`src/etha_pkg.sv`:
```
// Package for the heap allocator: status codes, operation codes, widths.
// No dependencies.
package etha_pkg;
    localparam int ADDR_W = 32;
    localparam int SLOT_OUT_W = 6;
    localparam logic [4:0] ALIGN_MASK = 5'h1F;

    typedef enum logic [2:0] {
        ST_DONE      = 3'd0,
        ST_BAD_SIZE  = 3'd1,
        ST_NO_ENTRY  = 3'd2,
        ST_NO_SPACE  = 3'd3,
        ST_NOT_FOUND = 3'd4
    } status_t;

    localparam logic OP_ALLOC = 1'b0;
    localparam logic OP_FREE  = 1'b1;
endpackage

```
`src/entry_table_heap_allocator.sv`:
```
// Heap allocator over a fixed slot table, top level.
// Depends on etha_pkg.
//
// channel   | handshake                 | payload
// in        | in_valid / in_stall       | operation, request_size, block_address
// out       | out_valid / out_stall     | status, result_address, slot_used
// cfg       | cfg_we                    | cfg_wdata (heap_base)
//
// Table held in a memory read one entry a cycle by a shared compare unit.
// Alloc: free-slot scan of all entries, then for each used entry u a read, a neighbor
// scan of all entries and two tests; unused entries are skipped.
// Free: a scan of the entries for the block address.
// Reset clears valid flip-flops at once; no clearing pass.
// out stall only delays the result; next input is taken once the result leaves.
module entry_table_heap_allocator #(
    parameter int TABLE_SLOTS = 64,
    parameter int HEAP_BYTES  = 65536
) (
    input  logic        clk,
    input  logic        rst_n,
    input  logic        cfg_we,
    input  logic [31:0] cfg_wdata,
    input  logic        in_valid,
    output logic        in_stall,
    input  logic        operation,
    input  logic [31:0] request_size,
    input  logic [31:0] block_address,
    output logic        out_valid,
    input  logic        out_stall,
    output logic [2:0]  status,
    output logic [31:0] result_address,
    output logic [5:0]  slot_used
);
    localparam int IW = $clog2(TABLE_SLOTS);
    localparam int CW = $clog2(TABLE_SLOTS + 1);
    localparam int OW = $clog2(HEAP_BYTES);
    localparam int SW = OW + 1;
    localparam int XW = SW + 2;
    localparam logic [XW-1:0] HEAP_X = XW'(HEAP_BYTES);

    typedef enum logic [3:0] {
        S_IDLE, S_FSCAN, S_UREAD, S_UWAIT, S_NSCAN, S_NX, S_PV, S_TEST1, S_TEST2,
        S_FREE, S_DONE
    } state_t;

    state_t state_reg;
    logic [TABLE_SLOTS-1:0] valid_reg;
    logic [OW-1:0] off_mem [TABLE_SLOTS];
    logic [SW-1:0] size_mem [TABLE_SLOTS];
    logic [31:0] base_reg;
    logic [31:0] req_reg, addr_reg;
    logic [SW-1:0] sz_reg;
    logic [IW-1:0] fresh_reg, u_reg, ri_reg;
    logic [CW-1:0] cnt_reg;
    logic fresh_ok_reg, any_reg;
    logic [OW-1:0] rd_off_reg, uo_reg, nxo_reg, pvo_reg;
    logic [SW-1:0] rd_size_reg, us_reg, pvs_reg;
    logic nx_ok_reg, pv_ok_reg, rd_v_reg;
    logic [2:0] status_reg;
    logic [31:0] res_reg;
    logic [5:0] slot_reg;
    logic wr_en;
    logic [IW-1:0] wr_idx;
    logic [OW-1:0] wr_off;
    logic [SW-1:0] wr_size;

    logic [IW-1:0] rd_idx;
    logic [IW-1:0] ci;
    logic last;
    logic [XW-1:0] end_u, end_pv, sz_x;

    assign ci = cnt_reg[IW-1:0];
    assign last = (cnt_reg == CW'(TABLE_SLOTS - 1));
    assign rd_idx = (state_reg == S_UREAD) ? u_reg : ci;
    assign sz_x = XW'(sz_reg);
    assign end_u = XW'(uo_reg) + XW'(us_reg) + sz_x;
    assign end_pv = XW'(pvo_reg) + XW'(pvs_reg) + sz_x;

    assign in_stall = (state_reg != S_IDLE);
    assign out_valid = (state_reg == S_DONE);
    assign status = status_reg;
    assign result_address = res_reg;
    assign slot_used = slot_reg;

    always_ff @(posedge clk)
    begin
        rd_off_reg <= off_mem[rd_idx];
        rd_size_reg <= size_mem[rd_idx];
        if (wr_en)
        begin
            off_mem[wr_idx] <= wr_off;
            size_mem[wr_idx] <= wr_size;
        end
    end

    always_ff @(posedge clk or negedge rst_n)
    begin
        if (!rst_n)
        begin
            state_reg <= S_IDLE;
            valid_reg <= '0;
            base_reg <= 32'd1;
            wr_en <= 1'b0;
        end
        else
        begin
            rd_v_reg <= valid_reg[rd_idx];
            if (cfg_we)
                base_reg <= cfg_wdata;
            case (state_reg)
                S_IDLE:
                begin
                    if (in_valid)
                    begin
                        req_reg <= request_size;
                        addr_reg <= block_address;
                        cnt_reg <= '0;
                        fresh_ok_reg <= 1'b0;
                        any_reg <= 1'b0;
                        state_reg <= (operation == etha_pkg::OP_FREE) ? S_FREE : S_FSCAN;
                    end
                end
                S_FREE:
                begin
                    // scan entries in turn, address check from current memory
                    res_reg <= '0;
                    slot_reg <= '0;
                    if (addr_reg == 32'd0)
                    begin
                        status_reg <= etha_pkg::ST_DONE;
                        state_reg <= S_DONE;
                    end
                    else
                    begin
                        status_reg <= etha_pkg::ST_NOT_FOUND;
                        state_reg <= S_NSCAN;
                    end
                    u_reg <= '0;
                    cnt_reg <= '0;
                end
                S_FSCAN:
                begin
                    if (req_reg == 32'd0 || req_reg > 32'(HEAP_BYTES))
                    begin
                        status_reg <= etha_pkg::ST_BAD_SIZE;
                        res_reg <= '0;
                        slot_reg <= '0;
                        state_reg <= S_DONE;
                    end
                    else
                    begin
                        sz_reg <= SW'((33'(req_reg) + 33'(etha_pkg::ALIGN_MASK))
                            & ~33'(etha_pkg::ALIGN_MASK));
                        if (!valid_reg[ci] && !fresh_ok_reg)
                        begin
                            fresh_ok_reg <= 1'b1;
                            fresh_reg <= ci;
                        end
                        if (valid_reg[ci])
                            any_reg <= 1'b1;
                        cnt_reg <= cnt_reg + 1'b1;
                        if (last)
                        begin
                            u_reg <= '0;
                            if (!fresh_ok_reg && valid_reg[ci])
                            begin
                                status_reg <= etha_pkg::ST_NO_ENTRY;
                                res_reg <= '0;
                                slot_reg <= '0;
                                state_reg <= S_DONE;
                            end
                            else if (!any_reg && !valid_reg[ci])
                            begin
                                wr_en <= 1'b1;
                                wr_idx <= fresh_reg;
                                wr_off <= '0;
                                wr_size <= sz_reg;
                                valid_reg[fresh_reg] <= 1'b1;
                                status_reg <= etha_pkg::ST_DONE;
                                res_reg <= base_reg;
                                slot_reg <= 6'(fresh_reg);
                                state_reg <= S_DONE;
                            end
                            else
                                state_reg <= S_UREAD;
                        end
                    end
                end
                S_UREAD:
                begin
                    if (!valid_reg[u_reg])
                    begin
                        if (u_reg == IW'(TABLE_SLOTS - 1))
                        begin
                            status_reg <= etha_pkg::ST_NO_SPACE;
                            res_reg <= '0;
                            slot_reg <= '0;
                            state_reg <= S_DONE;
                        end
                        else
                            u_reg <= u_reg + 1'b1;
                    end
                    else
                        state_reg <= S_UWAIT;
                end
                S_UWAIT:
                begin
                    uo_reg <= rd_off_reg;
                    us_reg <= rd_size_reg;
                    nx_ok_reg <= 1'b0;
                    pv_ok_reg <= 1'b0;
                    cnt_reg <= '0;
                    state_reg <= S_NX;
                end
                S_NX:
                begin
                    // issue read of entry 0; data arrives next cycle
                    ri_reg <= ci;
                    cnt_reg <= cnt_reg + 1'b1;
                    state_reg <= S_PV;
                end
                S_PV:
                begin
                    // compare entry ri (data now registered), issue next read
                    if (rd_v_reg && ri_reg != u_reg)
                    begin
                        if (rd_off_reg > uo_reg && (!nx_ok_reg || rd_off_reg < nxo_reg))
                        begin
                            nx_ok_reg <= 1'b1;
                            nxo_reg <= rd_off_reg;
                        end
                        if (rd_off_reg < uo_reg && (!pv_ok_reg || rd_off_reg > pvo_reg))
                        begin
                            pv_ok_reg <= 1'b1;
                            pvo_reg <= rd_off_reg;
                            pvs_reg <= rd_size_reg;
                        end
                    end
                    ri_reg <= ci;
                    if (ri_reg == IW'(TABLE_SLOTS - 1))
                        state_reg <= S_TEST1;
                    else
                        cnt_reg <= cnt_reg + 1'b1;
                end
                S_TEST1:
                begin
                    if (nx_ok_reg ? (end_u < XW'(nxo_reg)) : (end_u <= HEAP_X))
                    begin
                        wr_en <= 1'b1;
                        wr_idx <= fresh_reg;
                        wr_off <= OW'(XW'(uo_reg) + XW'(us_reg));
                        wr_size <= sz_reg;
                        valid_reg[fresh_reg] <= 1'b1;
                        status_reg <= etha_pkg::ST_DONE;
                        res_reg <= base_reg + 32'(XW'(uo_reg) + XW'(us_reg));
                        slot_reg <= 6'(fresh_reg);
                        state_reg <= S_DONE;
                    end
                    else
                        state_reg <= S_TEST2;
                end
                S_TEST2:
                begin
                    if (pv_ok_reg ? (end_pv < XW'(uo_reg)) : (XW'(uo_reg) >= sz_x))
                    begin
                        wr_en <= 1'b1;
                        wr_idx <= fresh_reg;
                        wr_size <= sz_reg;
                        valid_reg[fresh_reg] <= 1'b1;
                        status_reg <= etha_pkg::ST_DONE;
                        slot_reg <= 6'(fresh_reg);
                        state_reg <= S_DONE;
                        if (pv_ok_reg)
                        begin
                            wr_off <= OW'(XW'(pvo_reg) + XW'(pvs_reg));
                            res_reg <= base_reg + 32'(XW'(pvo_reg) + XW'(pvs_reg));
                        end
                        else
                        begin
                            wr_off <= OW'(XW'(uo_reg) - sz_x);
                            res_reg <= base_reg + 32'(XW'(uo_reg) - sz_x);
                        end
                    end
                    else if (u_reg == IW'(TABLE_SLOTS - 1))
                    begin
                        status_reg <= etha_pkg::ST_NO_SPACE;
                        res_reg <= '0;
                        slot_reg <= '0;
                        state_reg <= S_DONE;
                    end
                    else
                    begin
                        u_reg <= u_reg + 1'b1;
                        state_reg <= S_UREAD;
                    end
                end
                S_NSCAN:
                begin
                    // free search: cnt_reg gives the issued index, data arrives in the next cycle under ri_reg
                    if (cnt_reg != '0 && rd_v_reg
                        && base_reg + 32'(rd_off_reg) == addr_reg)
                    begin
                        valid_reg[ri_reg] <= 1'b0;
                        wr_en <= 1'b1;
                        wr_idx <= ri_reg;
                        wr_off <= '0;
                        wr_size <= '0;
                        status_reg <= etha_pkg::ST_DONE;
                        slot_reg <= 6'(ri_reg);
                        state_reg <= S_DONE;
                    end
                    else if (cnt_reg != '0 && ri_reg == IW'(TABLE_SLOTS - 1))
                        state_reg <= S_DONE;
                    else
                    begin
                        ri_reg <= ci;
                        cnt_reg <= cnt_reg + 1'b1;
                    end
                end
                S_DONE:
                begin
                    // table write issued on entry lands while here, then wr_en is cleared
                    wr_en <= 1'b0;
                    if (!out_stall)
                        state_reg <= S_IDLE;
                end
                default:
                    state_reg <= S_IDLE;
            endcase
        end
    end
endmodule

```
`config.mk`:
```
export PLATFORM = sky130hd
export DESIGN_NAME = entry_table_heap_allocator
export DESIGN_NICKNAME = d
export VERILOG_FILES = /design/src/etha_pkg.sv /design/src/entry_table_heap_allocator.sv
export SDC_FILE = /design/constraint.sdc
export NUM_CORES = 2
export LEC_CHECK = 0
export BUFFER_PORTS_ARGS = -buffer_cell sky130_fd_sc_hd__buf_4
export CAP_MARGIN = 20
export CORE_UTILIZATION = 55
export DETAILED_ROUTE_END_ITERATION = 6
export HOLD_SLACK_MARGIN = 0.02
export PLACE_DENSITY = 0.71
export SLEW_MARGIN = 40
export SYNTH_ARGS = -nofsm -noshare
export SYNTH_HDL_FRONTEND = slang
export SYNTH_SLANG_ARGS = --single-unit
export TNS_END_PERCENT = 50
```
`constraint.sdc`:
```
create_clock -name clk -period 7.8 [get_ports clk]
set_input_delay 0 -clock clk [delete_from_list [all_inputs] [get_ports clk]]
set_output_delay 0 -clock clk [all_outputs]
set_load 0.05 [all_outputs]
```
==> Word level (Yosys, flattened, before mapping) <==
Memories as Yosys holds them, arrays and structs flattened. A register that Yosys moved wholly into a read port is not among the register bits.
Cells that the tools add are included.
{ "totals": {"regBits": 369, "ram_bits": 2112, "in_bits": 102, "output_inout_bits": 43, "word_cells": 286, "memories": 2} }
{ "memory_table": {"columns": ["name", "words", "width", "rd", "rd_ports_with_merged_regs", "wr", "line", "rtl"], "rows": [
  ["size_mem", 64, 17, 1, 1, 1, "entry_table_heap_allocator.sv:49", "logic [SW-1:0] size_mem [TABLE_SLOTS];"],
  ["off_mem", 64, 16, 1, 1, 1, "entry_table_heap_allocator.sv:48", "logic [OW-1:0] off_mem [TABLE_SLOTS];"]
]} }
{ "op_classes": {"n_addsub": 15, "n_lt_le_gt_ge": 16, "n_eq_ne": 39, "n_mux": 129, "n_bitwise": 4, "reduce_logical": 54} }
{ "op_table": {"columns": ["op", "count"], "rows": [
  ["64-bit 2-to-1 mux", 7],
  ["32-bit 2-to-1 mux", 9],
  ["64-bit one-hot mux with 4 select lines", 1],
  ["32-bit one-hot mux with 5 select lines", 1],
  ["16-bit 2-to-1 mux", 8],
  ["6-bit 2-to-1 mux", 21],
  ["17-bit 2-to-1 mux", 7],
  ["16-bit by 17-bit adder with 18-bit output", 4],
  ["17-bit one-hot mux with 4 select lines", 1],
  ["32-bit by 18-bit adder with 32-bit output", 2],
  ["64-bit AND", 1],
  ["32-bit logical NOT", 2],
  ["64-bit NOT", 1],
  ["64-bit bitwise OR", 1],
  ["16-bit one-hot mux with 4 select lines", 1],
  ["4-bit 2-to-1 mux", 15],
  ["6-bit one-hot mux with 4 select lines", 2],
  ["4-bit one-hot mux with 11 select lines", 1],
  ["7-bit one-hot mux with 6 select lines", 1],
  ["2-bit != test (second input constant)", 20],
  ["18-bit by 17-bit adder with 19-bit output", 2],
  ["19-bit by 16-bit less-than comparator with 1-bit output", 2],
  ["6-bit one-hot mux with 6 select lines", 1],
  ["6-bit by 7-bit less-than comparator with 1-bit output (second input constant)", 5],
  ["other kinds (53)", 141]
]} }

==> Logic depth before layout (Yosys ltp) <==
{ "depth": {"ltp_word": 10, "depth_mapped": 28, "ltp_nobuf": 26} }

==> Least setup slack after synthesis <==
Ideal clock, no wire load.
{ "synth_timing": {"path_type": "reg-to-reg", "from": "reg uo_reg[5]", "to": "reg wr_idx[0] (enable)", "setup_ns": 0.394, "t_arrival_ns": 5.666, "required_time_ns": 7.406, "slack_ns": 1.740, "path_stages_with_launch": 28, "n_path_buf": 1, "cell_sequence": "edfxtp_1 ha_1 inv_1 fa_1 nor2b_1 o31a_1 o31a_1 o21ai_0 nand2b_1 a21o_1 a21oi_1 xnor2_1 ha_1 a211o_1 a31oi_1 nor3_1 ha_1 a21o_1 a211o_1 a211o_1 a31oi_1 o211ai_1 o41ai_1 a31oi_1 or2_1 buf_6 a21oi_1 and2_1"} }
{ "synth_via": {"elab_chain_len": 6, "elab_cells_between_ends": 11, "classes_between": "2 x add/sub; 4 x order compare; 2 x eq/ne; 2 x mux; 1 x reduce/logical"} }
{ "synth_lines": {"columns": ["element", "line", "rtl"], "rows": [
  ["start: declaration", "entry_table_heap_allocator.sv:56", "logic [OW-1:0] rd_off_reg, uo_reg, nxo_reg, pvo_reg;"],
  ["start signal: assignment", "entry_table_heap_allocator.sv:208", "uo_reg <= rd_off_reg;"],
  ["16-bit by 17-bit adder with 18-bit output", null, null],
  ["18-bit by 17-bit adder with 19-bit output", "entry_table_heap_allocator.sv:76", "assign end_u = XW'(uo_reg) + XW'(us_reg) + sz_x;"],
  ["19-bit by 17-bit less-or-equal comparator with 1-bit output or 19-bit by 16-bit less-than comparator with 1-bit output (tied branches)", "entry_table_heap_allocator.sv:247", "if (nx_ok_reg ? (end_u < XW'(nxo_reg)) : (end_u <= HEAP_X))"],
  ["1-bit 2-to-1 mux", "entry_table_heap_allocator.sv:247", null],
  ["2-bit != test (no source line)", null, null],
  ["9-bit AND reduction (no source line) *", null, null],
  ["end signal: assignment", "entry_table_heap_allocator.sv:250", "wr_idx <= fresh_reg;"],
  ["end signal: assignment", "entry_table_heap_allocator.sv:267", "wr_idx <= fresh_reg;"],
  ["end signal: assignment", "entry_table_heap_allocator.sv:305", "wr_idx <= ri_reg;"],
  ["end: declaration", "entry_table_heap_allocator.sv:63", "logic [IW-1:0] wr_idx;"]
]} }
Mark *: on every way between the ends. The rest lies on a longest branch, timed or not.
A chain may end at the register's enable or synchronous reset.

==> Worst setup path after layout <==
{ "layout_timing": {"from": "reg pvo_reg[6]", "to": "reg wr_off[12] (enable)"} }
{ "layout_via": {"elab_chain_len": 6} }
{ "layout_lines": {"columns": ["element", "line", "rtl"], "rows": [
  ["start: declaration", "entry_table_heap_allocator.sv:56", null],
  ["start signal: assignment", "entry_table_heap_allocator.sv:235", "pvo_reg <= rd_off_reg;"],
  ["16-bit by 17-bit adder with 18-bit output", null, null],
  ["18-bit by 17-bit adder with 19-bit output", "entry_table_heap_allocator.sv:77", "assign end_pv = XW'(pvo_reg) + XW'(pvs_reg) + sz_x;"],
  ["19-bit by 16-bit less-than comparator with 1-bit output", "entry_table_heap_allocator.sv:264", "if (pv_ok_reg ? (end_pv < XW'(uo_reg)) : (XW'(uo_reg) >= sz_x))"],
  ["1-bit 2-to-1 mux", "entry_table_heap_allocator.sv:264", null],
  ["2-bit != test (no source line)", null, null],
  ["9-bit AND reduction (no source line)", null, null],
  ["end signal: assignment", "entry_table_heap_allocator.sv:251", "wr_off <= OW'(XW'(uo_reg) + XW'(us_reg));"],
  ["end signal: assignment", "entry_table_heap_allocator.sv:275", "wr_off <= OW'(XW'(pvo_reg) + XW'(pvs_reg));"],
  ["end signal: assignment", "entry_table_heap_allocator.sv:280", "wr_off <= OW'(XW'(uo_reg) - sz_x);"],
  ["end: declaration", "entry_table_heap_allocator.sv:64", "logic [OW-1:0] wr_off;"]
]} }
Every way passes these cells.

==> run_results.csv <==
group,metric,value,unit
setup_path,critical_path_peak_fanout,34,
setup_path,crit_path_end,"wr_off[12]",
cells_and_area,layout.cells.non_filler,8863,
clock_network,cts_tree,"built",
floorplan,floorplan.io_pins,145,
detailed_routing,detailroute.via_count,58326,
floorplan,fp.dieH,419.5,µm
global_route,via_count_of_the_first_global_routing_pass,57829,
synthesis,mappedNetlistNets,6204,
detailed_routing,drt-vias-per-instance,6.581,
cells_and_area,mostFrequentLayoutCell,"edfxtp_1",
clock_network,clkTransAtPathRegs,0.06,ns
cells_and_area,flip_flop_count_of_the_largest_register_all_copies_and_words_added,1024,
cells_and_area,final_net_count,6718,
floorplan,coreArea,0.1723,mm²
global_route,global_route.usage.total,0.3157,
power_and_ir_drop,irDropWorstVdd,0.0002748,V
global_route,grt_max_degree,102,
clock_network,clkSinkCount,2174,
clock_network,cts.htree.levels,4,
synthesis,synth.ff_latch_count,2174,
floorplan,dieArea,0.1760,mm²
timing,totalNegativeSetupSlack,0,ns
detailed_routing,detail_route.drc_violations,45,
place,placement.io_buffers,144,
synthesis,ys_dominant_reg_cell,"edfxtp_1",
clock_network,worst_skew_late_latency,0.89,ns
clock_network,numCtsBuffers,215,
clock_network,root_buffer,"clkbuf_16",
timing,maxSlewViolCount,0,
timing,timing.final.crit_period,6.973,ns
timing,tightest_slew,0.9388,ns
synthesis,yosys.cell_types.count,91,
job,max_cap_viol_count,0,
floorplan,die_width,419.5,µm
setup_path,worst-r2r-setup-slack,0.83,ns
min_path,min_path_type,"input port to flip-flop",
timing,setup_violations,0,
clock_network,post_cts_setup_inserts,0,
setup_path,ff2ff_path_depth,24,
synthesis,postSynthCellCount,5841,
floorplan,num_rows,152,
place,dp_hpwl,173200,µm
detailed_routing,length_of_the_first_detailed_routing_pass_in_iterations,7,
setup_path,critical_path.startpoint,"pvo_reg[6]",
global_route,first_pass_grt_wire_length,398500,µm
setup_path,r2r_path_start,"pvo_reg[6]",
power_and_ir_drop,cellLeakagePower,0.03762,µW
detailed_routing,final_wirelength,276500,µm
timing,rsz0062_at_grt,"no",
setup_path,cp_data_required_time,8.26,ns
detailed_routing,drt_first_iter_violations,7557,
floorplan,start_util,0.5563,
setup_path,setup.worst_path.class,"flip-flop to flip-flop",
global_route,grt_remaining_overflow,0,
detailed_routing,drt-wirelength-per-cell,31.19,µm
place,place_congestion,0.9455,
detailed_routing,antenna_left,0,
clock_network,max-clock-path-buffers,3,
setup_path,timing.critical_path.from_type,"flip-flop",
synthesis,synth_area,0.09586,mm²
power_and_ir_drop,power.density_cell_area,362.2,mW/mm²
cells_and_area,final_cell_mix,"edfxtp_1 (2045), mux4_2 (490), nand2_1 (446)",
setup_path,regToRegEndpoint,"wr_off[12]",
setup_path,timing.critical_path.arrival,7.44,ns
cells_and_area,layout_cell_share_with_drive_strength_beyond_1,0.2048,
min_path,hold_path_depth,3,
synthesis,post_synthesis_area_per_instance,16.41,µm²
synthesis,seq_area_frac_synth,0.6729,
power_and_ir_drop,fin_total_pwr,40430,µW
status,violations,"DRC",
global_route,antenna_found_initial,8,
setup_path,endpoint_kind,"flip-flop",
timing,fin_worst_skew,0.07563,ns
synthesis,synth-edff-count,2045,
timing,fin_crit_sh,0.8939,
synthesis,async_set_reset_flop_share_out_of_synthesis,0.04646,
timing,fmax_achieved,143.4,MHz
place,dpl.cell_count,8210,
status,run_status,"finished with violations",
timing,report.final.hold_viol_count,0,
cells_and_area,flow.area_growth_from_synthesis,16.46,%
synthesis,yosys_warnings,0,
timing,timing.hold.ws,0.2056,ns
timing,timing.slew.headroom,0.3712,
cells_and_area,post-route-util,0.6479,
-- synthesized netlist by cell type, types with 56 or more instances --
cell type,instances,share of area
edfxtp_1,2045,0.64
mux4_2,490,0.12
nand2_1,447,0.018
ha_1,227,0.030
nor2_1,223,0.0087
clkbuf_1,213,0.0083
a21oi_1,200,0.010
o21ai_0,190,0.0099
a211oi_1,166,0.013
and2_1,123,0.0080
inv_1,122,0.0048
xnor2_1,105,0.0096
dfrtp_1,100,0.026
a31oi_1,82,0.0054
nand3_1,75,0.0039
a311oi_1,62,0.0057
o21ai_1,62,0.0032
xor2_1,56,0.0051
-- per-layer routing --
layer,share of wire,up-vias,GRT usage,routed length (µm)
met1,0.38,29910,0.4195,103900
met3,0.088,623,0.05218,24370
met4,0.051,6,0.1477,14040
met2,0.49,3319,0.5129,134100
met5,0.00018,-,0,51
li1,-,24468,-,-
-- cells by family after synthesis --
family | count (synthesis) | synth area share
compound gates | 1067 | 0.07367
buf+inv | 432 | 0.01795
fa+ha+maj | 261 | 0.03673
simple gates | 1181 | 0.05899
mux | 564 | 0.1248
xor+xnor | 162 | 0.01496
flops | 2174 | 0.6729
-- metrics by stage --
step	cell area [µm²]	setup slack (ns)
floorplan	95860	1.740
global placement	100400	0.8382
detailed placement	102000	0.7137
CTS	111500	0.6959
global route	111600	0.5056
finish	111600	0.8273
-- layout make-up --
cell class / instances / area, µm²
Clock buffer: 259 / 5597
Fill cell: 11701 / 60670
Timing Repair Buffer: 607 / 6269
Multi-Input combinational cell: 3235 / 30270
Tap cell: 2310 / 2890
Antenna cell: 10 / 25.02
Clock inverter: 146 / 1633
Inverter: 122 / 457.9
Sequential cell: 2174 / 64500
-- worst min-delay path by stage --
stage          slack, ns  startpoint      endpoint
3_5_place_dp       -0.07       rst_n  base_reg[10]
6_report            0.21      cfg_we  base_reg[26]
3_3_place_gp       -0.06       rst_n  base_reg[10]
2_1_floorplan      -0.30       rst_n  base_reg[10]
4_1_cts             0.12      cfg_we  base_reg[27]
5_1_grt             0.20      cfg_we  base_reg[26]
-- where the power goes --
group / leakage, µW / switching, µW / internal, µW / total [µW]
registers: 0.0200 / 867 / 14300 / 15200
logic: 0.0141 / 9030 / 5670 / 14700
clock network: 0.00348 / 4600 / 5960 / 10600
total: 0.0376 / 14500 / 25900 / 40400
-- critical path, cell delays in order (launching register included) --
cell	delay [ns]
edfxtp_1	0.43
ha_1	0.32
a21o_1	0.19
a21oi_1	0.22
o21bai_1	0.10
a21oi_1	0.24
o21bai_1	0.10
a21oi_1	0.24
xnor2_1	0.15
ha_1	0.36
nand2_1	0.11
o31ai_1	0.41
a21oi_1	0.15
xnor2_1	0.15
ha_1	0.17
or3_1	0.31
a221oi_1	0.23
o211ai_1	0.17
a41oi_1	0.30
o21ai_0	0.41
o31ai_2	0.54
nand3_1	0.11
or2_1	0.43
a21oi_1	0.26
and2_4	0.48
-- what timing repair did --
action                    4_1_cts  5_1_grt
hold buffers                  234        0
resized for setup               0        0
hold endpoints to repair      261        0
No activity file was read; power rests on OpenSTA's default activity.
